[config.mk]
export PLATFORM = sky130hd
export DESIGN_NAME = crc8_packet_framer_top
export DESIGN_NICKNAME = d
export VERILOG_FILES = /design/src/hdl/crc8f_pkg.sv /design/src/hdl/crc8f_front.sv /design/src/hdl/crc8f_queue.sv /design/src/hdl/crc8f_back.sv /design/src/hdl/crc8_packet_framer_top.sv
export SDC_FILE = /design/constraint.sdc
export NUM_CORES = 1
export LEC_CHECK = 0
export BUFFER_PORTS_ARGS = -buffer_cell sky130_fd_sc_hd__buf_2
export CORE_MARGIN = 2
export CORE_UTILIZATION = 65
export DETAILED_ROUTE_END_ITERATION = 10
export PLACE_DENSITY = 0.84
export SYNTH_ARGS = -nofsm -noshare
export SYNTH_HDL_FRONTEND = slang
export SYNTH_SLANG_ARGS = --single-unit
[constraint.sdc]
create_clock -name clk -period 5.8 [get_ports clk]
set_input_delay 0.58 -clock clk [delete_from_list [all_inputs] [get_ports clk]]
set_output_delay 0.58 -clock clk [all_outputs]
set_load 0.05 [all_outputs]
[src/hdl/crc8f_pkg.sv]
// ----------------------------------------------------------------------------
// crc8f_pkg
// Shared types, constants and the CRC-8 byte update for the packet framer.
// ----------------------------------------------------------------------------
`default_nettype none

package crc8f_pkg;

	localparam int BYTE_W = 8;
	localparam logic [BYTE_W-1:0] START_BYTE_RESET = 8'hD5;
	localparam logic [BYTE_W-1:0] CRC_POLY_REFL = 8'h8C;
	localparam logic [BYTE_W-1:0] CRC_INIT = 8'h00;
	localparam int QUEUE_DEPTH_DEF = 4;

	// one accepted payload beat, classified by the front end
	typedef struct packed {
		logic first;
		logic last;
		logic [BYTE_W-1:0] start_byte;
		logic [BYTE_W-1:0] length;
		logic [BYTE_W-1:0] data;
		logic [BYTE_W-1:0] crc;
	} frm_entry_t;

	typedef struct packed {
		logic full;
		logic empty;
	} q_stat_t;

	typedef enum logic [1:0] {
		BK_HEAD,
		BK_LEN,
		BK_DATA,
		BK_CRC
	} bk_state_t;

	// reflected crc-8, one byte
	function automatic logic [BYTE_W-1:0] crc8_update(
		input logic [BYTE_W-1:0] crc,
		input logic [BYTE_W-1:0] data
	);
		logic [BYTE_W-1:0] c;
		c = crc ^ data;
		for (int b = 0; b < BYTE_W; b++) begin
			if (c[0]) begin
				c = (c >> 1) ^ CRC_POLY_REFL;
			end else begin
				c = c >> 1;
			end
		end
		return c;
	endfunction

endpackage

`default_nettype wire

[src/hdl/crc8f_front.sv]
// ----------------------------------------------------------------------------
// crc8f_front
// Accepts payload beats, marks packet start and end, runs the CRC register.
// ----------------------------------------------------------------------------
`default_nettype none

module crc8f_front
	import crc8f_pkg::*;
(
	input  wire logic              clk,
	input  wire logic              arst_n,
	input  wire logic              in_valid,
	output logic                   in_stall,
	input  wire logic [BYTE_W-1:0] payload_byte,
	input  wire logic [BYTE_W-1:0] payload_length,
	input  wire logic              last_in_packet,
	input  wire logic [BYTE_W-1:0] start_byte,
	input  wire q_stat_t           q_stat,
	output logic                   push,
	output frm_entry_t             entry
);

	logic              inside_q;
	logic [BYTE_W-1:0] crc_q;
	logic [BYTE_W-1:0] crc_base;
	logic [BYTE_W-1:0] crc_next;

	assign in_stall = q_stat.full;
	assign push     = in_valid && !q_stat.full;

	assign crc_base = inside_q ? crc_q : CRC_INIT;
	assign crc_next = crc8_update(crc_base, payload_byte);

	always_comb begin
		entry.first      = !inside_q;
		entry.last       = last_in_packet;
		entry.start_byte = start_byte;
		entry.length     = payload_length;
		entry.data       = payload_byte;
		entry.crc        = crc_next;
	end

	always_ff @(posedge clk or negedge arst_n) begin
		if (!arst_n) begin
			inside_q <= 1'b0;
			crc_q    <= CRC_INIT;
		end else if (push) begin
			inside_q <= !last_in_packet;
			crc_q    <= last_in_packet ? CRC_INIT : crc_next;
		end
	end

endmodule

`default_nettype wire

[src/hdl/crc8f_queue.sv]
// ----------------------------------------------------------------------------
// crc8f_queue
// Short first-in first-out queue of classified beats between front and back.
// ----------------------------------------------------------------------------
`default_nettype none

module crc8f_queue
	import crc8f_pkg::*;
#(
	parameter int DEPTH = QUEUE_DEPTH_DEF
) (
	input  wire logic                       clk,
	input  wire logic                       arst_n,
	input  wire logic                       push,
	input  wire frm_entry_t                 wr_entry,
	input  wire logic                       pop,
	output frm_entry_t                      head,
	output q_stat_t                         q_stat,
	output logic [$clog2(DEPTH+1)-1:0]      count
);

	localparam int AW = $clog2(DEPTH);
	localparam int CW = $clog2(DEPTH + 1);

	frm_entry_t        entries_q [DEPTH];
	logic [AW-1:0]     wr_ptr_q;
	logic [AW-1:0]     rd_ptr_q;
	logic [CW-1:0]     count_q;
	logic              do_push;
	logic              do_pop;

	assign q_stat.full  = (count_q == CW'(DEPTH));
	assign q_stat.empty = (count_q == '0);
	assign do_push      = push && !q_stat.full;
	assign do_pop       = pop && !q_stat.empty;
	assign head         = entries_q[rd_ptr_q];
	assign count        = count_q;

	always_ff @(posedge clk) begin
		if (do_push) begin
			entries_q[wr_ptr_q] <= wr_entry;
		end
	end

	always_ff @(posedge clk or negedge arst_n) begin
		if (!arst_n) begin
			wr_ptr_q <= '0;
			rd_ptr_q <= '0;
			count_q  <= '0;
		end else begin
			if (do_push) begin
				wr_ptr_q <= (wr_ptr_q == AW'(DEPTH - 1)) ? '0 : wr_ptr_q + 1'b1;
			end
			if (do_pop) begin
				rd_ptr_q <= (rd_ptr_q == AW'(DEPTH - 1)) ? '0 : rd_ptr_q + 1'b1;
			end
			if (do_push && !do_pop) begin
				count_q <= count_q + 1'b1;
			end else if (do_pop && !do_push) begin
				count_q <= count_q - 1'b1;
			end
		end
	end

endmodule

`default_nettype wire

[src/hdl/crc8f_back.sv]
// ----------------------------------------------------------------------------
// crc8f_back
// Expands queued beats into start, length, payload and crc output beats.
// ----------------------------------------------------------------------------
`default_nettype none

module crc8f_back
	import crc8f_pkg::*;
(
	input  wire logic              clk,
	input  wire logic              arst_n,
	input  wire frm_entry_t        head,
	input  wire q_stat_t           q_stat,
	output logic                   pop,
	output logic                   out_valid,
	input  wire logic              out_stall,
	output logic [BYTE_W-1:0]      out_byte,
	output logic                   frame_end
);

	bk_state_t         state_q;
	bk_state_t         state_nxt;
	logic              out_valid_q;
	logic [BYTE_W-1:0] out_byte_q;
	logic              frame_end_q;
	logic              load;
	logic              go;
	logic [BYTE_W-1:0] emit_byte;
	logic              emit_end;
	logic              emit_done;

	assign load = !out_valid_q || !out_stall;
	assign go   = load && !q_stat.empty;
	assign pop  = go && emit_done;

	// next state
	always_comb begin
		state_nxt = state_q;
		if (go) begin
			unique case (state_q)
				BK_HEAD: begin
					if (head.first) begin
						state_nxt = BK_LEN;
					end else if (head.last) begin
						state_nxt = BK_CRC;
					end else begin
						state_nxt = BK_HEAD;
					end
				end
				BK_LEN:  state_nxt = BK_DATA;
				BK_DATA: state_nxt = head.last ? BK_CRC : BK_HEAD;
				BK_CRC:  state_nxt = BK_HEAD;
				default: state_nxt = BK_HEAD;
			endcase
		end
	end

	// beat contents
	always_comb begin
		emit_byte = head.data;
		emit_end  = 1'b0;
		emit_done = 1'b0;
		unique case (state_q)
			BK_HEAD: begin
				emit_byte = head.first ? head.start_byte : head.data;
				emit_done = !head.first && !head.last;
			end
			BK_LEN: begin
				emit_byte = head.length;
			end
			BK_DATA: begin
				emit_byte = head.data;
				emit_done = !head.last;
			end
			BK_CRC: begin
				emit_byte = head.crc;
				emit_end  = 1'b1;
				emit_done = 1'b1;
			end
			default: begin
				emit_byte = head.data;
			end
		endcase
	end

	always_ff @(posedge clk or negedge arst_n) begin
		if (!arst_n) begin
			state_q     <= BK_HEAD;
			out_valid_q <= 1'b0;
		end else begin
			state_q <= state_nxt;
			if (load) begin
				out_valid_q <= !q_stat.empty;
			end
		end
	end

	always_ff @(posedge clk) begin
		if (go) begin
			out_byte_q  <= emit_byte;
			frame_end_q <= emit_end;
		end
	end

	assign out_valid = out_valid_q;
	assign out_byte  = out_byte_q;
	assign frame_end = frame_end_q;

endmodule

`default_nettype wire

[src/hdl/crc8_packet_framer_top.sv]
// ----------------------------------------------------------------------------
// crc8_packet_framer_top
// Frames payload bytes with start byte, length and a trailing reflected CRC-8.
// ----------------------------------------------------------------------------
// Input channel (in_valid / in_stall): one payload beat carries payload_byte,
// payload_length and last_in_packet. payload_length is taken on the first beat
// of a packet only; last_in_packet closes the packet.
// Output channel (out_valid / out_stall): one framed byte per beat. A packet
// gives start byte, length, each payload byte, then the crc byte with
// frame_end high.
// Config channel (cfg_valid / cfg_ready): cfg_data sets the start byte, used
// from the next frame on; cfg_ready is always high.
// A payload beat accepted at the input is written into the queue, then loaded
// into the back end's output register, from which the receiver takes it.
// Input beats are taken one per cycle while in_stall is low; the output side
// moves one beat per cycle while out_stall is low. The first beat of
// a packet and the last one expand in the back end, and the queue of
// QUEUE_DEPTH beats between front and back absorbs the extra header bytes.
// Reset clears the crc, the packet state and the queue; the start byte goes
// to 0xD5. While out_stall is high the output beat holds and the queue fills,
// after which in_stall rises.
// ----------------------------------------------------------------------------
`default_nettype none

module crc8_packet_framer_top
	import crc8f_pkg::*;
#(
	parameter int QUEUE_DEPTH = QUEUE_DEPTH_DEF
) (
	input  wire logic              clk,
	input  wire logic              arst_n,
	input  wire logic              cfg_valid,
	output logic                   cfg_ready,
	input  wire logic [BYTE_W-1:0] cfg_data,
	input  wire logic              in_valid,
	output logic                   in_stall,
	input  wire logic [BYTE_W-1:0] payload_byte,
	input  wire logic [BYTE_W-1:0] payload_length,
	input  wire logic              last_in_packet,
	output logic                   out_valid,
	input  wire logic              out_stall,
	output logic [BYTE_W-1:0]      out_byte,
	output logic                   frame_end
);

	localparam int CW = $clog2(QUEUE_DEPTH + 1);

	logic [BYTE_W-1:0] start_byte_q;
	logic              q_push;
	logic              q_pop;
	frm_entry_t        q_wr_entry;
	frm_entry_t        q_head;
	q_stat_t           q_stat;
	logic [CW-1:0]     q_count;

	assign cfg_ready = 1'b1;

	always_ff @(posedge clk or negedge arst_n) begin
		if (!arst_n) begin
			start_byte_q <= START_BYTE_RESET;
		end else if (cfg_valid && cfg_ready) begin
			start_byte_q <= cfg_data;
		end
	end

	crc8f_front u_front (
		.clk            (clk),
		.arst_n         (arst_n),
		.in_valid       (in_valid),
		.in_stall       (in_stall),
		.payload_byte   (payload_byte),
		.payload_length (payload_length),
		.last_in_packet (last_in_packet),
		.start_byte     (start_byte_q),
		.q_stat         (q_stat),
		.push           (q_push),
		.entry          (q_wr_entry)
	);

	crc8f_queue #(
		.DEPTH (QUEUE_DEPTH)
	) u_queue (
		.clk      (clk),
		.arst_n   (arst_n),
		.push     (q_push),
		.wr_entry (q_wr_entry),
		.pop      (q_pop),
		.head     (q_head),
		.q_stat   (q_stat),
		.count    (q_count)
	);

	crc8f_back u_back (
		.clk       (clk),
		.arst_n    (arst_n),
		.head      (q_head),
		.q_stat    (q_stat),
		.pop       (q_pop),
		.out_valid (out_valid),
		.out_stall (out_stall),
		.out_byte  (out_byte),
		.frame_end (frame_end)
	);

	a_q_full_empty : assert property (@(posedge clk) disable iff (!arst_n)
		!(q_stat.full && q_stat.empty))
		else $error("queue both full and empty");

	a_q_count_track : assert property (@(posedge clk) disable iff (!arst_n)
		$past(arst_n) |-> q_count == $past(q_count) + CW'($past(q_push))
			- CW'($past(q_pop)))
		else $error("queue count out of step with push and pop");

	a_q_no_overflow : assert property (@(posedge clk) disable iff (!arst_n)
		q_count <= CW'(QUEUE_DEPTH))
		else $error("queue count above depth");

endmodule

`default_nettype wire
[Word-level counts from Yosys, hierarchy flattened]
Memories as Yosys holds them, arrays and structs flattened.
Index checks and enable logic that the tools add are counted.
Word-level totals
  output and inout port bits: 12
  register bits after elaboration: 36
  input port bits: 30
  logic and storage cells: 75
  bits in writable memories: 136
  memories kept: 1
Memory list
  u_queue.entries_q: words 4, bits a word 34, rd ports 1, clocked after memory_dff 0, write ports 1, line crc8f_queue.sv:25  | frm_entry_t entries_q [DEPTH];
Cells by class
  equal/unequal tests: 6
  $add $sub $neg: 4
  reductions and logical operators: 22
  bitwise operators: 9
  multiplexer cells: 23
Operators with widths (number)
  2-to-1 mux 8 bit: 11
  one-hot mux 8 bit (4 select lines): 1
  inverter 2 -> 3 bit: 8
  zero test 1 bit: 10
  == test 2 bit, second input constant: 4
  logical AND 1 bit: 8
  2-to-1 mux 2 bit: 4
  one-hot mux 2 bit (4 select lines): 1
  bitwise XOR 8 bit: 1
  2-to-1 mux 3 bit: 2
  adder 2 x 1 -> 2 bit, second input constant: 2
  adder 3 x 1 -> 3 bit, second input constant: 1
  == test 3 bit, second input constant: 1
  zero test 3 bit: 1
  2-to-1 mux 1 bit: 3
  one-hot mux 1 bit (3 select lines): 1
  subtractor 3 x 1 -> 3 bit, second input constant: 1
  == test 2 x 1 -> 1 bit, second input constant: 1
  zero test 2 bit: 1
  nonzero test 2 bit: 1
  logical OR 1 bit: 1

[Depth between registers and ports, before layout]
Gate-level depths: netlist (run 1).
  depth in word-level cells: 19
  gate-level depth with buffers: 10
  depth with buffers taken out: 10

[Cells and area by module]
A second synthesis (run 1) with hierarchy kept.
Unflattened totals
  cells, all modules: 380
  area, all modules: 7319.5 um2
Modules (own cells, without submodules)
  crc8f_queue: area each 5392.7 um2, seq. area each 4259.1 um2, instances 1, cells each 215
  crc8f_front: area each 880.8 um2, seq. area each 225.2 um2, instances 1, cells each 82
  crc8f_back: area each 696.9 um2, seq. area each 345.3 um2, instances 1, cells each 64
  crc8_packet_framer_top: area each 349.1 um2, seq. area each 206.4 um2, instances 1, cells each 19

[Worst setup path after synthesis (run 1)]
OpenSTA, ideal clock, no wires.
  path kind: register -> register
  from: reg u_queue.count_q[0] (netlist: u_queue.count[0])
  to: reg u_queue.count_q[1] (netlist: u_queue.count[1])
  clock period less this slack: 3.050 ns
  setup slack: 2.750 ns
  library setup time: 0.125 ns
  required time: 5.675 ns
  cell stages (with the launch flop): 8
  data arrival time: 2.925 ns
  buffers on the path: 0
  cell sequence: dfrtp_1 nor3b_1 nand2b_1 inv_1 ha_1 inv_1 fa_1 mux2_2
On the way
  elaborated cells on any way between the ends: 18
  classes of those cells: 2 x add/sub; 1 x eq/ne; 2 x mux; 13 x reduce/logical
RTL lines
  from (decl): line crc8f_queue.sv:28  | logic [CW-1:0] count_q;
  from (signal assigned): line crc8f_queue.sv:58  | count_q <= count_q + 1'b1;
  from (signal assigned): line crc8f_queue.sv:60  | count_q <= count_q - 1'b1;
  == test 3 bit *: line crc8f_queue.sv:32  | assign q_stat.full = (count_q == CW'(DEPTH));
  net in_stall: line crc8_packet_framer_top.sv:36  | output logic in_stall,
  zero test 1 bit *: line crc8f_front.sv:29  | assign push = in_valid && !q_stat.full;
  logical AND 1 bit *: line crc8f_front.sv:29
  net q_push: line crc8_packet_framer_top.sv:49  | logic q_push;
  logical AND 1 bit *: line crc8f_queue.sv:34  | assign do_push = push && !q_stat.full;
  zero test 1 bit: line crc8f_queue.sv:59  | end else if (do_pop && !do_push) begin
  logical AND 1 bit: line crc8f_queue.sv:59
  nonzero test 2 bit (no line)
Mark *: on every way through the listed nets, which the timed path passes. The rest lies on a longest branch. The select of a mux whose other input is x is not followed.
A chain may end at the register's enable or synchronous reset.

[Worst setup path after layout (run 1)]
  from: reg u_queue.rd_ptr_q[0]
  to: reg u_queue.count_q[1] (netlist: u_queue.count[1])
On the way
  longest elaborated chain between the ends: 9
  elaborated cells on any way between the ends: 12
  classes of those cells: 2 x mux; 9 x reduce/logical; 1 x memory
RTL lines
  from (decl): line crc8f_queue.sv:27  | logic [AW-1:0] rd_ptr_q;
  from (signal assigned): line crc8f_queue.sv:55  | rd_ptr_q <= (rd_ptr_q == AW'(DEPTH - 1)) ? '0 : rd_ptr_q + 1'b1;
  memory (4 x 34 bit) *
  zero test 1 bit, on equally long branches: line crc8f_back.sv:66, crc8f_back.sv:73
  logical AND 1 bit: line crc8f_back.sv:66  | emit_done = !head.first && !head.last;
  one-hot mux 1 bit (3 select lines) *: line crc8f_back.sv:63  | unique case (state_q)
  logical AND 1 bit *: line crc8f_back.sv:34  | assign pop = go && emit_done;
  logical AND 1 bit *: line crc8f_queue.sv:35  | assign do_pop = pop && !q_stat.empty;
  zero test 1 bit: line crc8f_queue.sv:57  | if (do_push && !do_pop) begin
  logical AND 1 bit: line crc8f_queue.sv:57
  2-to-1 mux 3 bit / nonzero test 2 bit (equally long branches)
Every way passes the cells marked *; elsewhere a longest branch is shown, timed or not.

==> flow_summary.ini, run 1 <==
[clock_tree]
htree_levels = 4
cts_buffers = 17
hold_buffers = 0
ctsResizeCount = 0
cts_sinks = 172
ctsLongestPathBuffers = 2
cts_setup_buffers = 0
cts_tree = done
clk_pin_slew_ps = 70
cts_root_buf = clkbuf_8
clkLatencyLatePin_ps = 540

[route]
drt-initial-drc-count = 332
ant_nets = 0
via_per_inst = 6.18
wl_per_cell_um = 22.7
drt-pass1-iter-count = 7
drcViolationCount = 0
drt-total-wl_mm = 12.6
dr_total_vias = 3430

[synth]
syn_area_sq_mm = 0.00698
synth_edf_count = 145
synth_sequential_area_ratio_pct = 72.2
ys.flop_type = edfxtp_1
ys_types = 38
yosys_warnings = 0
postSynthCellCount = 356
ys_ff_latch = 172
async_flop_share_pct = 15.7
postSynthAreaPerCell_sq_um = 19.6
synthesis.nets = 393

[sta]
finalHoldViolCount = 0
setup_viol = 0
max_freq_ghz = 0.286
rsz0062_at_grt = false
finalMaxSlewViolations = 0
fin_setup_tns_ps = 0
fin_crit_sh_pct = 60.3
slew_headroom_pct = 52.5
whs_ps = 66.9
period_needed_ps = 3500
fin_skew_ps = 9.14
worstMarginPinSlew_ps = 713

[power_and_ir_drop]
swShare_pct = 33.1
switchingPower_mw = 1.50
clock_power_share_pct = 23.7
leakagePower_nw = 2.79
combinationalPowerShare_pct = 31.8
p_int_mw = 3.03
p_per_area_mw_per_mm2 = 575
ir_drop_v = 0.000339
pwr-share-seq_pct = 44.5

[final_layout]
final_cell_mix = 145 x edfxtp_1, 40 x buf_2, 36 x mux4_2
multi_input_area_sq_mm = 0.00183
drive_gt1_share_pct = 32.9
final_util_pct = 76.1
final_common_cell = edfxtp_1
seq_area_sq_mm = 0.00504
finish.instance_area_sq_mm = 0.00789
area_growth_pct = 13.1
nets = 443
fill_cells = 561
diodes = 0

[grt]
grt-ovfl-total = 0
grt_usage_pct = 24.3
first_global_vias = 3571
grt_max_degree = 35
grt_pass1_wl_mm = 19.8
antenna_found_initial = 0

[place]
hpwl_mm = 7.55
gp_congestion = 0.829
io_buffers = 40
placed_area_sq_mm = 0.00732

[setup_path]
crit_required_ps = 6230
start_kind = register
path_max_fanout = 20
endpoint_kind = register
r2r-end = u_queue.count[1]$_DFFE_PN0P_
regToRegStartpoint = u_queue.rd_ptr_q[0]$_DFFE_PN0P_
cp.arrival_ps = 3920
ff2ff_path_depth = 8
rrSetupSlack_ps = 2300
critPathKind = register to register

[hold_path]
holdCritPathClass = input port to asynchronous set/reset pin

[floorplan]
die-area_sq_mm = 0.0116
io_pins = 42
core_sq_mm = 0.0104
start_util_pct = 67.3
fp.dieH_um = 108
num_rows = 37
dieWidth_um = 108

[status]
status = complete, no violations

[flow_run]
drv_cap = 0
==> flip-flops by register name, indices dropped and copies added, names as in the netlist <==
signal,flops
u_back.frame_end,1
u_back.state_q,2
u_queue.count,3
u_queue.entries_q,136
u_queue.wr_ptr_q,2
u_back.out_valid,1
u_front.inside_q,1
start_byte_q,8
u_back.out_byte,8
u_front.crc_q,8
u_queue.rd_ptr_q,2
==> Yosys cell counts, types with 7 or more instances <==
library cell,n,area (sq um)
edfxtp_1,145,4350
nand2_1,9,33.8
inv_1,9,33.8
mux2i_1,7,70.1
a21oi_1,8,40.0
xnor2_1,18,158
dfrtp_1,22,551
mux4_2,36,811
clkbuf_1,7,26.3
mux2_2,11,124
nor2_1,10,37.5
==> worst max path at each step <==
stage / slack [ps] / end / cells after the start / start
final: 2300 / u_queue.count[1]$_DFFE_PN0P_ / 8 / u_queue.rd_ptr_q[0]$_DFFE_PN0P_
after global routing: 1980 / u_queue.count[1]$_DFFE_PN0P_ / 8 / u_queue.rd_ptr_q[0]$_DFFE_PN0P_
after CTS: 2230 / u_queue.count[1]$_DFFE_PN0P_ / 8 / u_queue.rd_ptr_q[0]$_DFFE_PN0P_
after detailed placement: 2310 / u_queue.count[1]$_DFFE_PN0P_ / 8 / u_queue.rd_ptr_q[0]$_DFFE_PN0P_
after global placement: 2400 / u_queue.count[1]$_DFFE_PN0P_ / 8 / u_queue.rd_ptr_q[0]$_DFFE_PN0P_
after floorplan: 2750 / u_queue.count[1]$_DFFE_PN0P_ / 7 / u_queue.count[0]$_DFFE_PN0P_
==> logic make-up (layout without fill, tap and decap cells) <==
family | Yosys count | count (layout) | synth area share [%]
flip-flops | 172 | 172 | 72.2
multiplexers | 56 | 56 | 14.7
AND/OR/NAND/NOR | 37 | 37 | 2.62
XOR/XNOR | 30 | 30 | 4.70
AO/OA/AOI/OAI | 29 | 29 | 2.78
buffers and inverters | 24 | 87 | 1.60
adder cells (fa/ha/maj) | 7 | 7 | 1.36
other | 1 | 1 | 0.0537
==> power groups by stage <==
stage,logic (mW),registers [mW],clock network [mW]
final,1.44,2.02,1.07
after global routing,1.55,2.05,1.14
after CTS,1.45,2.02,1.08
after detailed placement,1.43,2.04,0
after global placement,1.38,2.02,0
after floorplan,1.05,2.04,0
==> metrics by stage <==
| stage | setup WS, ps | power, mW | instances |
|---|---|---|---|
| floorplan | 2750 | 3.09 | 356 |
| global placement | 2400 | 3.40 | 523 |
| detailed placement | 2310 | 3.47 | 523 |
| CTS | 2230 | 4.56 | 555 |
| global route | 1980 | 4.74 | 555 |
| finish | 2300 | 4.54 | 555 |
==> final cells by class <==
class,count,area share (%)
Clock buffer,19,5.60
Clock inverter,13,1.65
Inverter,9,0.428
Multi-Input combinational cell,160,23.2
Sequential cell,172,63.9
Tap cell,136,2.16
Timing Repair Buffer,46,3.11
==> layer usage <==
metal  vias to the layer above  wire (um)  track usage (%)
met3                        17        837             6.05
met1                      1772       5080             33.3
met2                       154       6470             37.6
met5                         -          0                0
li1                       1487          -                -
met4                         0        231             10.8
==> worst max-delay path, cell delays in order (launching register included) <==
cell and delay, ps:
dfrtp_2 770, buf_4 470, mux4_2 560, a21oi_1 220, o21ai_0 260, ha_1 320, inv_1 80, fa_1 400
mux2_2 280
Note: power is estimated with default switching activity, not from simulation.
==> inputs of run 2 (changes only) <==
--- a/config.mk
+++ b/config.mk
@@ -5,11 +5,12 @@
 export SDC_FILE = /design/constraint.sdc
 export NUM_CORES = 1
 export LEC_CHECK = 0
+export ABC_AREA = 1
 export BUFFER_PORTS_ARGS = -buffer_cell sky130_fd_sc_hd__buf_2
 export CORE_MARGIN = 2
-export CORE_UTILIZATION = 65
+export CORE_UTILIZATION = 60
 export DETAILED_ROUTE_END_ITERATION = 10
-export PLACE_DENSITY = 0.84
+export PLACE_DENSITY = 0.79
 export SYNTH_ARGS = -nofsm -noshare
 export SYNTH_HDL_FRONTEND = slang
 export SYNTH_SLANG_ARGS = --single-unit
==> constraint.sdc (replaced) <==
create_clock -name clk -period 3.46 [get_ports clk]
set_input_delay 0.346 -clock clk [delete_from_list [all_inputs] [get_ports clk]]
set_output_delay 0.346 -clock clk [all_outputs]
set_load 0.05 [all_outputs]
==> flow_summary.ini, run 2 <==
[status]
status = complete, no violations

[sta]
setup_viol = 0
finalHoldViolCount = 0
finalMaxSlewViolations = 0
slew_headroom_pct = 53.4
fin_setup_tns_ps = 0
fin_skew_ps = 5.41
rsz0062_at_grt = false
fin_ws_ps = 569
fin_crit_sh_pct = 83.5
period_needed_ps = 2890
worstMarginPinSlew_ps = 699
max_freq_ghz = 0.346

[grt]
antenna_found_initial = 0
grt-ovfl-total = 0
grt_max_degree = 49
first_global_vias = 4739
grt_pass1_wl_mm = 24.4
grt_usage_pct = 25.3

[setup_path]
path_max_fanout = 42
critPathKind = register to register
r2r-end = u_queue.count[1]$_DFFE_PN0P_
crit_required_ps = 3770
crit_end = u_queue.count[1]$_DFFE_PN0P_
crit_path_start = u_queue.rd_ptr_q[0]$_DFFE_PN0P_
cp_slowest_cell = dfrtp_2
regToRegStartpoint = u_queue.rd_ptr_q[0]$_DFFE_PN0P_
ff2ff_path_depth = 9
endpoint_kind = register
critPathMaxStageDelay_ps = 820
path_cells = inv_2, o21ai_0, o22ai_1, nand2_1, nand3_1, ha_1, inv_1, fa_1, mux2_2
rrSetupSlack_ps = 570
cp.arrival_ps = 3200
start_kind = register

[synth]
ys_ff_latch = 172
ys_types = 35
synth_sequential_area_ratio_pct = 69.4
async_flop_share_pct = 15.7
postSynthCellCount = 618
postSynthAreaPerCell_sq_um = 11.7
synthesis.nets = 655
synth_top_area_share_pct = 60.0
ys.flop_type = edfxtp_1
synthTopCellsByCount = 145 x edfxtp_1, 134 x nand2_1, 56 x nand3_1
yosys_warnings = 0
synth_area_leader_cell = edfxtp_1
synth_edf_count = 145
synth.top_cells.by_area = edfxtp_1 60%, dfrtp_1 7.6%, nand2_1 6.9%
synth_most_common_cell = edfxtp_1
syn_area_sq_mm = 0.00726

[route]
drt-total-wl_mm = 15.2
drcViolationCount = 0
dr_total_vias = 4806
ant_nets = 0
via_per_inst = 5.85
drt-initial-drc-count = 558
wl_per_cell_um = 18.5
drt-pass1-iter-count = 5

[floorplan]
io_pins = 42
die-area_sq_mm = 0.0130
fp.dieH_um = 114
num_rows = 40
core_sq_mm = 0.0119
start_util_pct = 60.9
dieWidth_um = 114

[power_and_ir_drop]
p_per_area_mw_per_mm2 = 942
ir_drop_v = 0.000693
leakagePower_nw = 3.14

[clock_tree]
cts_buffers = 17
cts_root_buf = clkbuf_16
htree_levels = 4
cts_tree = done
clkLatencyLatePin_ps = 430
cts_setup_buffers = 0
ctsLongestPathBuffers = 2
clk_pin_slew_ps = 60
cts_sinks = 172

[place]
placed_area_sq_mm = 0.00761
gp_congestion = 0.878
dp_slack_ps = 608
io_buffers = 40
hpwl_mm = 9.67
placed_cells = 788

[final_layout]
final_common_cell = edfxtp_1
diodes = 0
final_cell_mix = 145 x edfxtp_1, 134 x nand2_1, 56 x nand3_1
largest_reg_flops = 136
finish.instance_area_sq_mm = 0.00818
nets = 698
top_register = u_queue.entries_q
stdcell_count = 821
area_growth_pct = 12.7
drive_gt1_share_pct = 17.2

[hold_path]
holdCritPathClass = input port to register

[flow_run]
drv_cap = 0
## run 2: worst min path at each step
stage                                                    end               from  slack (ps)  depth (start not counted)
after floorplan                  start_byte_q[1]$_DFFE_PN0P_             arst_n          50                          0
after global placement           start_byte_q[5]$_DFFE_PN0P_             arst_n         390                          1
after detailed placement         start_byte_q[5]$_DFFE_PN0P_             arst_n         410                          1
after CTS                 u_queue.entries_q[1][23]$_DFFE_PP_  payload_length[7]         120                          1
after global routing      u_queue.entries_q[1][23]$_DFFE_PP_  payload_length[7]         120                          1
final                     u_queue.entries_q[1][23]$_DFFE_PP_  payload_length[7]         130                          1
## run 2: layer usage
| layer | GRT usage [%] | wire length (um) |
|---|---|---|
| met1 | 34.4 | 6260 |
| met2 | 40.3 | 7510 |
| met3 | 6.96 | 1190 |
| met4 | 8.05 | 238 |
| met5 | 0 | 0 |
## run 2: timing repair
action,4_1_cts,5_1_grt
hold buffers,1,0
gates resized for setup,0,0
hold endpoints to repair,22,0
## run 2: critical path, delay by kind of cell, from the launching register on
family | cells | cell delay [ps]
compound gates | 2 | 380
simple gates | 2 | 290
mux | 1 | 270
buf+inv | 2 | 350
flops | 1 | 820
fa+ha+maj | 2 | 650
## run 2: cell families (layout without fill, tap and decap cells)
family	after synthesis	after routing	synth area share [%]
adder cells (fa/ha/maj)	7	7	1.31
flip-flops	172	172	69.4
buffers and inverters	64	120	3.71
AO/OA/AOI/OAI	92	92	6.97
multiplexers	9	9	1.40
other	1	1	0.0517
AND/OR/NAND/NOR	261	261	15.3
XOR/XNOR	12	12	1.86
## run 2: per-stage QoR
stage | hold slack [ps] | total power, mW | utilization [%]
5_1_grt | 124 | 8.18 | 68.7
6_report | 131 | 7.71 | 68.7
4_1_cts | 117 | 7.72 | 68.7
3_3_place_gp | 394 | 5.81 | 63.9
3_5_place_dp | 407 | 5.94 | 63.9
2_1_floorplan | 50.4 | 5.14 | -
## run 2: final cells by class
cell class	count	area, sq um
clock buffers	18	439
clock inverters	14	119
fillers	831	3730
inverters	38	143
multi-input cells	382	1980
flip-flops and latches	172	5040
well taps	147	184
repair buffers	50	278
## run 2: report_power, final
| group | leakage, nW | internal (mW) | switching, mW |
|---|---|---|---|
| Clock | 0.265 | 1.01 | 0.773 |
| Combinational | 1.22 | 0.769 | 1.92 |
| Sequential | 1.66 | 2.96 | 0.285 |
